--- config.mk ---
export PLATFORM = sky130hd
export DESIGN_NAME = hamming_sec_codec_unit
export DESIGN_NICKNAME = d
export VERILOG_FILES = /design/src/rtl/hsc_pkg.sv /design/src/rtl/hsc_encoder.sv /design/src/rtl/hsc_decoder.sv /design/src/rtl/hamming_sec_codec_unit.sv
export SDC_FILE = /design/constraint.sdc
export NUM_CORES = 1
export LEC_CHECK = 0
export BUFFER_PORTS_ARGS = -buffer_cell sky130_fd_sc_hd__buf_4
export CAP_MARGIN = 10
export CELL_PAD_IN_SITES_DETAIL_PLACEMENT = 1
export CELL_PAD_IN_SITES_GLOBAL_PLACEMENT = 1
export CORE_ASPECT_RATIO = 0.8
export CORE_MARGIN = 2
export CORE_UTILIZATION = 38
export CTS_BUF_LIST = sky130_fd_sc_hd__clkbuf_4 sky130_fd_sc_hd__clkbuf_8
export CTS_CLUSTER_DIAMETER = 200
export CTS_CLUSTER_SIZE = 25
export DETAILED_ROUTE_END_ITERATION = 10
export GPL_TIMING_DRIVEN = 0
export PLACE_DENSITY_LB_ADDON = 0.05
export SYNTH_ARGS = -nofsm -noshare
export SYNTH_HDL_FRONTEND = slang
export SYNTH_HIERARCHICAL = 1
export SYNTH_SLANG_ARGS = --single-unit
--- constraint.sdc ---
create_clock -name clock -period 5.8 [get_ports clock]
set_input_delay 1.16 -clock clock [delete_from_list [all_inputs] [get_ports clock]]
set_output_delay 1.16 -clock clock [all_outputs]
set_load 0.03 [all_outputs]
--- src/rtl/hsc_pkg.sv ---
package hsc_pkg;

   localparam int DATA_W = 64;
   localparam int CODE_W = 71;
   localparam int HIGH_W = CODE_W - DATA_W;
   localparam int SYN_W  = 7;
   localparam int SEL_W  = 3;
   localparam int MAX_DATA_BITS = 64;
   localparam int MAX_CODE_BITS = 71;

   // register indexes on the csr port
   localparam logic CSR_DIRECTION    = 1'b0;
   localparam logic CSR_WIDTH_SELECT = 1'b1;

   localparam logic DIR_ENCODE = 1'b0;
   localparam logic DIR_DECODE = 1'b1;

   typedef enum logic [1:0] {
      STATUS_CLEAN     = 2'd0,
      STATUS_CORRECTED = 2'd1,
      STATUS_OUT_RANGE = 2'd2
   } status_type;

   // codeword length for a width index; index seven acts as six
   function automatic logic [SYN_W-1:0] code_len(input logic [SEL_W-1:0] sel);
      logic [SYN_W-1:0] n;
      unique case (sel)
         3'd0:    n = 7'd12;
         3'd1:    n = 7'd17;
         3'd2:    n = 7'd21;
         3'd3:    n = 7'd29;
         3'd4:    n = 7'd38;
         3'd5:    n = 7'd54;
         default: n = 7'd71;
      endcase
      if (n > SYN_W'(MAX_CODE_BITS)) begin
         n = SYN_W'(MAX_CODE_BITS);
      end
      return n;
   endfunction

   function automatic logic [SYN_W-1:0] data_len(input logic [SEL_W-1:0] sel);
      logic [SYN_W-1:0] d;
      unique case (sel)
         3'd0:    d = 7'd8;
         3'd1:    d = 7'd12;
         3'd2:    d = 7'd16;
         3'd3:    d = 7'd24;
         3'd4:    d = 7'd32;
         3'd5:    d = 7'd48;
         default: d = 7'd64;
      endcase
      if (d > SYN_W'(MAX_DATA_BITS)) begin
         d = SYN_W'(MAX_DATA_BITS);
      end
      return d;
   endfunction

   function automatic logic [DATA_W-1:0] data_mask(input logic [SEL_W-1:0] sel);
      logic [SYN_W-1:0] d;
      d = data_len(sel);
      return {DATA_W{1'b1}} >> (SYN_W'(DATA_W) - d);
   endfunction

   function automatic logic [CODE_W-1:0] code_mask(input logic [SEL_W-1:0] sel);
      logic [SYN_W-1:0] n;
      n = code_len(sel);
      return {CODE_W{1'b1}} >> (SYN_W'(CODE_W) - n);
   endfunction

   // number of parity positions at or below position p
   function automatic int pow_count(input int p);
      int c;
      c = 0;
      for (int i = 0; i < SYN_W; i++) begin
         if ((1 << i) <= p) begin
            c++;
         end
      end
      return c;
   endfunction

   function automatic bit is_pow2(input int p);
      return (p & (p - 1)) == 0;
   endfunction

   // positions (one-based) whose number has bit i set
   function automatic logic [CODE_W-1:0] cover_mask(input int i);
      logic [CODE_W-1:0] m;
      for (int p = 1; p <= CODE_W; p++) begin
         m[p-1] = ((p >> i) & 1) != 0;
      end
      return m;
   endfunction

endpackage

--- src/rtl/hsc_encoder.sv ---
module hsc_encoder (
   input  logic [hsc_pkg::DATA_W-1:0] data,
   input  logic [hsc_pkg::SEL_W-1:0]  width_select,
   output logic [hsc_pkg::CODE_W-1:0] codeword
);

   logic [hsc_pkg::DATA_W-1:0] data_m;
   logic [hsc_pkg::CODE_W-1:0] spread;
   logic [hsc_pkg::SYN_W-1:0]  parity;

   assign data_m = data & hsc_pkg::data_mask(width_select);

   // data bits go to the non-power-of-two positions in ascending order
   for (genvar p = 1; p <= hsc_pkg::CODE_W; p++) begin : g_spread
      if (hsc_pkg::is_pow2(p)) begin : g_par
         assign spread[p-1] = 1'b0;
      end else begin : g_dat
         localparam int K = p - 1 - hsc_pkg::pow_count(p);
         assign spread[p-1] = data_m[K];
      end
   end

   for (genvar i = 0; i < hsc_pkg::SYN_W; i++) begin : g_parity
      localparam logic [hsc_pkg::CODE_W-1:0] COVER = hsc_pkg::cover_mask(i);
      assign parity[i] = ^(spread & COVER);
   end

   // bits past the codeword are zero, so their parity is zero as well
   always_comb begin
      codeword = spread;
      for (int i = 0; i < hsc_pkg::SYN_W; i++) begin
         codeword[(1 << i) - 1] = parity[i];
      end
   end

endmodule

--- src/rtl/hsc_decoder.sv ---
module hsc_decoder (
   input  logic [hsc_pkg::CODE_W-1:0] codeword,
   input  logic [hsc_pkg::SEL_W-1:0]  width_select,
   output logic [hsc_pkg::DATA_W-1:0] data,
   output logic [hsc_pkg::SYN_W-1:0]  syndrome,
   output hsc_pkg::status_type        status
);

   logic [hsc_pkg::CODE_W-1:0] cw_m;
   logic [hsc_pkg::CODE_W-1:0] flip;
   logic [hsc_pkg::CODE_W-1:0] fixed;
   logic [hsc_pkg::DATA_W-1:0] data_raw;
   logic [hsc_pkg::SYN_W-1:0]  n;
   logic                       in_range;

   assign n    = hsc_pkg::code_len(width_select);
   assign cw_m = codeword & hsc_pkg::code_mask(width_select);

   for (genvar i = 0; i < hsc_pkg::SYN_W; i++) begin : g_syn
      localparam logic [hsc_pkg::CODE_W-1:0] COVER = hsc_pkg::cover_mask(i);
      assign syndrome[i] = ^(cw_m & COVER);
   end

   assign in_range = (syndrome != '0) && (syndrome <= n);

   for (genvar p = 1; p <= hsc_pkg::CODE_W; p++) begin : g_flip
      assign flip[p-1] = in_range && (syndrome == hsc_pkg::SYN_W'(p));
   end

   assign fixed = cw_m ^ flip;

   for (genvar p = 1; p <= hsc_pkg::CODE_W; p++) begin : g_strip
      if (!hsc_pkg::is_pow2(p)) begin : g_dat
         localparam int K = p - 1 - hsc_pkg::pow_count(p);
         assign data_raw[K] = fixed[p-1];
      end
   end

   assign data = data_raw & hsc_pkg::data_mask(width_select);

   always_comb begin
      if (syndrome == '0) begin
         status = hsc_pkg::STATUS_CLEAN;
      end else if (in_range) begin
         status = hsc_pkg::STATUS_CORRECTED;
      end else begin
         status = hsc_pkg::STATUS_OUT_RANGE;
      end
   end

endmodule

--- src/rtl/hamming_sec_codec_unit.sv ---
// Hamming single-error-correcting codec. Each transaction carries one word:
// on encode (direction 0) a data word of 8..64 bits, chosen by width_select,
// comes back as a 12..71 bit codeword with even parity at positions 1, 2, 4,
// .. 64; on decode (direction 1) a codeword comes back as corrected data with
// the syndrome and a status (clean, corrected, or syndrome past the codeword,
// in which case nothing is flipped). Two register stages: the request register
// and the response register, with the XOR trees, correction and bit strip
// between them. A transaction is accepted every cycle unless the response
// side stalls; an accepted request is loaded into the request register, then
// into the response register, where rsp_valid shows its response. Ready backs
// up combinationally from rsp_ready through both stages. Write csr registers
// only while no transaction is in flight.
module hamming_sec_codec_unit (
   input  logic                              clock,
   input  logic                              reset,
   input  logic                              req_valid,
   output logic                              req_ready,
   input  logic [hsc_pkg::DATA_W-1:0]        req_word_low,
   input  logic [hsc_pkg::HIGH_W-1:0]        req_word_high,
   output logic                              rsp_valid,
   input  logic                              rsp_ready,
   output logic [hsc_pkg::DATA_W-1:0]        rsp_result_low,
   output logic [hsc_pkg::HIGH_W-1:0]        rsp_result_high,
   output logic [hsc_pkg::SYN_W-1:0]         rsp_syndrome,
   output logic [1:0]                        rsp_status,
   input  logic                              csr_wen,
   input  logic                              csr_index,
   input  logic [hsc_pkg::SEL_W-1:0]         csr_wdata
);

   // csr
   logic                       direction_ff;
   logic [hsc_pkg::SEL_W-1:0]  width_select_ff;

   // request stage
   logic                       req_valid_ff;
   logic [hsc_pkg::CODE_W-1:0] word_ff;

   // response stage
   logic                       rsp_valid_ff;
   logic [hsc_pkg::CODE_W-1:0] result_ff;
   logic [hsc_pkg::CODE_W-1:0] result_in;
   logic [hsc_pkg::SYN_W-1:0]  syndrome_ff;
   logic [hsc_pkg::SYN_W-1:0]  syndrome_in;
   hsc_pkg::status_type        status_ff;
   hsc_pkg::status_type        status_in;

   logic                       rsp_load;
   logic                       req_load;

   logic [hsc_pkg::CODE_W-1:0] enc_codeword;
   logic [hsc_pkg::DATA_W-1:0] dec_data;
   logic [hsc_pkg::SYN_W-1:0]  dec_syndrome;
   hsc_pkg::status_type        dec_status;

   always_ff @(posedge clock) begin
      if (reset) begin
         direction_ff    <= hsc_pkg::DIR_ENCODE;
         width_select_ff <= '0;
      end else if (csr_wen) begin
         unique case (csr_index)
            hsc_pkg::CSR_DIRECTION:    direction_ff    <= csr_wdata[0];
            hsc_pkg::CSR_WIDTH_SELECT: width_select_ff <= csr_wdata;
            default: ;
         endcase
      end
   end

   // response register frees up when empty or being drained
   assign rsp_load  = !rsp_valid_ff || rsp_ready;
   assign req_load  = !req_valid_ff || rsp_load;
   assign req_ready = req_load;

   always_ff @(posedge clock) begin
      if (reset) begin
         req_valid_ff <= 1'b0;
      end else if (req_load) begin
         req_valid_ff <= req_valid;
      end
   end

   always_ff @(posedge clock) begin
      if (req_load && req_valid) begin
         word_ff <= {req_word_high, req_word_low};
      end
   end

   hsc_encoder u_encoder (
      .data         (word_ff[hsc_pkg::DATA_W-1:0]),
      .width_select (width_select_ff),
      .codeword     (enc_codeword)
   );

   hsc_decoder u_decoder (
      .codeword     (word_ff),
      .width_select (width_select_ff),
      .data         (dec_data),
      .syndrome     (dec_syndrome),
      .status       (dec_status)
   );

   always_comb begin
      if (direction_ff == hsc_pkg::DIR_DECODE) begin
         result_in   = {{hsc_pkg::HIGH_W{1'b0}}, dec_data};
         syndrome_in = dec_syndrome;
         status_in   = dec_status;
      end else begin
         result_in   = enc_codeword;
         syndrome_in = '0;
         status_in   = hsc_pkg::STATUS_CLEAN;
      end
   end

   always_ff @(posedge clock) begin
      if (reset) begin
         rsp_valid_ff <= 1'b0;
      end else if (rsp_load) begin
         rsp_valid_ff <= req_valid_ff;
      end
   end

   always_ff @(posedge clock) begin
      if (rsp_load && req_valid_ff) begin
         result_ff   <= result_in;
         syndrome_ff <= syndrome_in;
         status_ff   <= status_in;
      end
   end

   assign rsp_valid       = rsp_valid_ff;
   assign rsp_result_low  = result_ff[hsc_pkg::DATA_W-1:0];
   assign rsp_result_high = result_ff[hsc_pkg::CODE_W-1:hsc_pkg::DATA_W];
   assign rsp_syndrome    = syndrome_ff;
   assign rsp_status      = status_ff;

   // a nonzero syndrome always comes with a non-clean status, and back
   a_syn_status: assert property (@(posedge clock) disable iff (reset)
      rsp_valid_ff |-> ((syndrome_ff == '0) == (status_ff == hsc_pkg::STATUS_CLEAN)))
      else $error("syndrome and status disagree");

   // decoded data never spills into the high bits
   a_dec_high: assert property (@(posedge clock) disable iff (reset)
      (rsp_valid_ff && direction_ff == hsc_pkg::DIR_DECODE)
         |-> (result_ff[hsc_pkg::CODE_W-1:hsc_pkg::DATA_W] == '0))
      else $error("decode result has high bits set");

   // a response appears only behind a filled request stage
   a_rsp_src: assert property (@(posedge clock) disable iff (reset)
      $rose(rsp_valid_ff) |-> $past(req_valid_ff))
      else $error("response without request");

   // a held request stage is not lost while the response side stalls
   a_req_hold: assert property (@(posedge clock) disable iff (reset)
      (req_valid_ff && !rsp_load) |=> req_valid_ff)
      else $error("request dropped under stall");

endmodule

### Yosys cells after proc, flatten, opt, wreduce, memory -nomap -nowiden

Index checks and enable logic that the tools add are counted.

* shift-type cells: 2
* reduce and logical (&&, ||, !) cells: 98
* order comparisons: 3
* muxes and demuxes: 6
* add/sub/neg operators: 2
* equality and inequality tests: 76
* bitwise gates (word level): 6

Operators with widths (number)
* $reduce_xor 71->1: 14
* $eq 7x6->1 const B: 32
* $and 64x64->64: 2
* $eq 7x5->1 const B: 16
* $pmux 7 s6: 2
* $logic_and 1x1->1: 74
* $and 71x71->71: 1
* $shr 71x7->71 const A: 1
* $xor 71x71->71: 1
* $mux 64: 1
* $shr 64x7->64 const A: 1
* $eq 7x4->1 const B: 8
* $eq 7x7->1 const B: 8
* $eq 7x3->1 const B: 4
* $eq 7x2->1 const B: 2
* $gt 7x7->1 const B: 2
* $mux 7: 2
* $sub 7x7->7 const A: 2
* $eq 7x1->1 const B: 1
* $le 7x7->1: 1
* $logic_not 7->1: 1
* $reduce_bool 7->1: 1
* $eq 3x2->1 const B: 2
* $eq 3x3->1 const B: 2
* 8 further kinds: 12

* output and inout port bits: 82
* logic and storage cells: 202
* register bits: 157
* bits of input ports: 80

### Longest topological paths before layout

* word-level depth: 14
* gate-level depth with buffers: 21
* depth with buffers taken out: 18

### Hierarchy

Netlist, hierarchy kept.

By module, submodules not included
* hamming_sec_codec_unit: instances 1, cells each 267, seq. area each 4654.5 um2, area an instance 5995.8 um2
* hsc_decoder: instances 1, cells each 578, seq. area each 0.0 um2, area an instance 4155.2 um2
* hsc_encoder: instances 1, cells each 265, seq. area each 0.0 um2, area an instance 2047.0 um2

### Worst setup path before layout

Ideal clock, no wire load.

* kind: register to register
* from: register word_ff[25] (netlist bit)
* to: register result_ff[41] (netlist bit), data pin
* data arrival time: 4377 ps
* setup slack: 1163 ps
* stages on the path, launching flop included: 18
* data required time: 5540 ps
* clock period less this slack: 4637 ps
* setup time: 260 ps
* buffers on the path: 1
* cell sequence: edfxtp_1 > xnor2_1 > xnor3_1 > and3_1 > a211oi_1 > nor3_1 > nor2_1 > xnor2_1 > ha_1 > a21o_1 > a21oi_1 > nor2b_1 > nor4_1 > a221oi_2 > buf_2 > nor4_1 > mux2_2 > mux2_4

* word-level cells in the longest chain between the ends: 8
* elaborated cells between the ends (all ways): 12
* those cells by class: order compare: 1; eq/ne: 1; mux: 1; bitwise: 3; reduce/logical: 6

Ends and longest elaborated chain
* start, declared: line hamming_sec_codec_unit.sv:37 `logic [hsc_pkg::CODE_W-1:0] word_ff;`
* start signal, assigned: line hamming_sec_codec_unit.sv:84 `word_ff <= {req_word_high, req_word_low};`
* $and 71x71->71 (*): line hsc_decoder.sv:17 `assign cw_m = codeword & hsc_pkg::code_mask(width_select);`
* $reduce_xor 71->1 (*): line hsc_decoder.sv:21 `assign syndrome[i] = ^(cw_m & COVER);`
* via dec_syndrome (one bit): line hamming_sec_codec_unit.sv:53 `logic [hsc_pkg::SYN_W-1:0] dec_syndrome;`
* $le 7x7->1 / $reduce_bool 7->1 (equally long branches): line hsc_decoder.sv:24 `assign in_range = (syndrome != '0) && (syndrome <= n);`
* $logic_and 1x1->1: line hsc_decoder.sv:24
* $logic_and 1x1->1 (*): line hsc_decoder.sv:27 `assign flip[p-1] = in_range && (syndrome == hsc_pkg::SYN_W'(p));`
* $xor 71x71->71 (*): line hsc_decoder.sv:30 `assign fixed = cw_m ^ flip;`
* $and 64x64->64 (*): line hsc_decoder.sv:39 `assign data = data_raw & hsc_pkg::data_mask(width_select);`
* via dec_data (one bit): line hamming_sec_codec_unit.sv:52 `logic [hsc_pkg::DATA_W-1:0] dec_data;`
* $mux 64 (*): line hamming_sec_codec_unit.sv:103 `if (direction_ff == hsc_pkg::DIR_DECODE) begin`
* via result_in (one bit): line hamming_sec_codec_unit.sv:42 `logic [hsc_pkg::CODE_W-1:0] result_in;`
* end signal, assigned: line hamming_sec_codec_unit.sv:124 `result_ff <= result_in;`
* end, declared: line hamming_sec_codec_unit.sv:41 `logic [hsc_pkg::CODE_W-1:0] result_ff;`

Mark *: on every way through the listed nets, which the timed path passes. The rest lies on a longest branch.
A chain may end at the register's enable or synchronous reset.

### Worst setup path after layout

* from: register word_ff[52] (netlist bit)
* to: register result_ff[29] (netlist bit), data pin

The elaborated chain is that of the path after synthesis.

==> results.toml <==
[sta]
worst_slack_ps = 272
rsz0062_at_grt = "no"
max_slew_margin_pct = 25.4
finalClockSkew_ps = 17.8
setup_viol = 0
tightest_slew_ps = 1110
tns_ps = 0
final-max-slew-violation-count = 0
clock.fmax_ghz = 0.181
period_minus_slack_ps = 5530
hold_ws_ps = 502
timing.final.crit_share_pct = 95.3
finalHoldViolCount = 0

[power_and_ir_drop]
power.density_nw_per_um2 = 278
p_leak_nw = 5.54
total_power_mw = 4.03
vdd_drop_max_mv = 0.149

[setup_path]
cp_slowest_cell = "edfxtp_1"
cp.arrival_ps = 5800
path_cells = "clkbuf_1 > xor3_1 > a22oi_1 > xnor2_1 > nand2_1 > xor2_1 > xor3_1 > inv_2 > buf_4 > ha_1 > nor3b_2 > nor4_4 > a221oi_4 > buf_4 > buf_2 > o41ai_1 > mux2_4"
r2r-end = "result_ff[29]"
crit_fanout = 11
worstPathBufferInverterCount = 5
slowest_delay_ps = 550
crit_path_end_kind = "flip-flop"
timing.rr.start = "word_ff[52]"
path_delay_family = "buffers and inverters"
crit_type = "flip-flop to flip-flop"
critPathLaunchType = "flip-flop"
rrSetupSlack_ps = 270
r2r_cells = 17
required_ps = 6070

[place]
dpl_cell_area_um2 = 14000
gp_congestion = 0.886
io_buffers = 161
dp_slack_ps = -315
hpwlAfterDp_um = 35500

[hold_path]
hold_end = "rsp_valid"
hp-start = "req_valid_ff"
hp-class = "flip-flop to flip-flop"
holdPathStages = 2

[synth]
syn-cell-area_um2 = 12200
yosys_warnings = 6
synth.avg_cell_area_um2 = 11.0
synthCells = 1110
yosys-top-cells-area = "edfxtp_1, xnor2_1, mux2_4, xnor3_1, xor2_1"
yosysSeqAreaShare_pct = 38.2
synthArstFlopShare_pct = 0
synth-edff-count = 151
synth_top_area_cell = "edfxtp_1"
synth_ff_type = "edfxtp_1"
ys_ff_latch = 157
synth_cell_type_count = 78
syn_nets = 1197
netlist.area_leader.share_pct = 37.2

[clocking]
cts_made_buffers = 17
clk_pin_slew_ps = 100
cts_hold_buf = 0
tritoncts = "built"
cts_buffer_depth = 2
cts.sinks = 157
clock_latency_ps = 520
root_buffer = "clkbuf_8"
htreeDepth = 4

[floorplan]
row_count = 58
io-pin-count = 162
dieArea_um2 = 33600
die_y_um = 164
initial_core_util_pct = 38.7
fp.coreArea_um2 = 31500
die_w_um = 204

[detailed_routing]
first_pass_iters = 5
route.antenna.remaining_nets = 0
drtIter0Drc = 840
vias_per_cell = 5.71
wire_per_inst_um = 26.6
num_vias = 9858
totalWireLength_um = 46000
drc = 0

[finish]
nFillCells = 3507
final_common_cell = "buf_4"
multi_input_area_um2 = 7080
drive_above_1_share_pct = 28.4
final_cell_area_um2 = 14500
seq_area_um2 = 4660
antenna_cells = 0
syn_to_final_growth_pct = 18.9
nets = 1380
most-common-layout-cells = "buf_4, edfxtp_1, xnor2_1, a21oi_1, mux2_4"

[global_route]
gr-total-overflow = 0
grt_pass1_vias = 9934
grt_usage_pct = 27.8
grt_max_degree = 50
antenna_found_initial = 2
grt_pass1_wl_um = 66400

[job]
maxCapViolCount = 0

[outcome]
run_status = "complete, no violations"
-- state kept, by name (all words and copies together) (netlist names) --
register and count:
req_valid_ff 1, result_ff 71, rsp_valid 1, rsp_syndrome 7, word_ff 71, width_select_ff 3
rsp_status 2, direction_ff 1
-- layer usage --
metal / global-route usage, % / routed length, um / vias to the layer above
li1: - / - / 4498
met1: 39.8 / 21500 / 4988
met2: 42.3 / 20400 / 324
met3: 6.98 / 3330 / 48
met4: 6.55 / 721 / 0
met5: 0 / 0 / -
-- cells by family after synthesis --
| family | share of synthesized area, % |
|---|---|
| and+or+nand+nor | 15.2 |
| AOI/OAI and AO/OA | 12.6 |
| xor gates and xnor gates | 19.9 |
| DFF | 38.2 |
| buffers and inverters | 4.55 |
| muxes | 8.92 |
| adders and majority gates | 0.718 |
-- area by class of cell --
cell class / count / area share [%]
Clock buffer: 19 / 1.76
Inverter: 17 / 0.466
Timing Repair Buffer: 164 / 8.76
Clock inverter: 13 / 1.02
Sequential cell: 157 / 32.1
Tap cell: 420 / 3.62
Buffer: 82 / 3.46
Multi-Input combinational cell: 854 / 48.8
-- worst max-delay path by stage --
| stage | start | to | slack [ps] | cells after the start |
|---|---|---|---|---|
| 6_report | word_ff[52] | result_ff[29] | 270 | 17 |
| 5_1_grt | width_select_ff[0] | result_ff[62] | 6 | 18 |
| 4_1_cts | width_select_ff[2] | result_ff[3] | 8 | 21 |
| 3_5_place_dp | width_select_ff[2] | result_ff[3] | -310 | 20 |
| 3_3_place_gp | width_select_ff[2] | result_ff[3] | -240 | 20 |
| 2_1_floorplan | word_ff[25] | result_ff[41] | 1160 | 17 |
-- repair_timing --
item	CTS	global route
pin swaps	1	1
endpoints found under the setup margin	50	65
buffers inserted	1	0
endpoints found under the hold margin	0	0
resized for setup	9	18
-- Yosys cell counts, types with 5 or more instances --
master    instances
edfxtp_1        151
xnor2_1         122
a21oi_1          83
mux2_4           64
xor2_1           57
nand2_1          54
nor2_1           47
o31ai_1          45
or4_1            43
clkbuf_1         39
and2_1           37
nand4_1          33
xnor3_1          29
buf_2            27
nor2b_1          23
and3_1           20
o21ai_0          20
a31o_2           15
nand3_1          14
inv_1            12
nand2b_1         10
o21a_1            9
nor3_1            8
ha_1              7
o21ai_1           7
a211oi_1          6
buf_12            6
buf_6             6
dfxtp_1           6
mux2i_1           6
nor4_1            6
o211ai_1          6
mux2_2            5
xor3_1            5
-- through the flow --
| stage | utilization [%] | cells |
|---|---|---|
| after floorplan | - | 1110 |
| after global placement | 44.2 | 1691 |
| after detailed placement | 44.4 | 1693 |
| after CTS | 45.9 | 1726 |
| after global routing | 46.1 | 1726 |
| final | 46.1 | 1726 |
-- tightest hold or removal path, delay by kind of cell (launching register included) --
kind	cells	cell delay (ps)
AOI/OAI and AO/OA	1	60
DFF	1	340
buffers and inverters	1	60
-- power breakdown --
part / total (mW) / internal, mW / switching, mW
Combinational: 1.75 / 0.603 / 1.15
Clock: 0.858 / 0.373 / 0.486
Sequential: 1.42 / 1.31 / 0.103
Total: 4.03 / 2.29 / 1.74
Note: power is estimated with default switching activity, not from simulation.
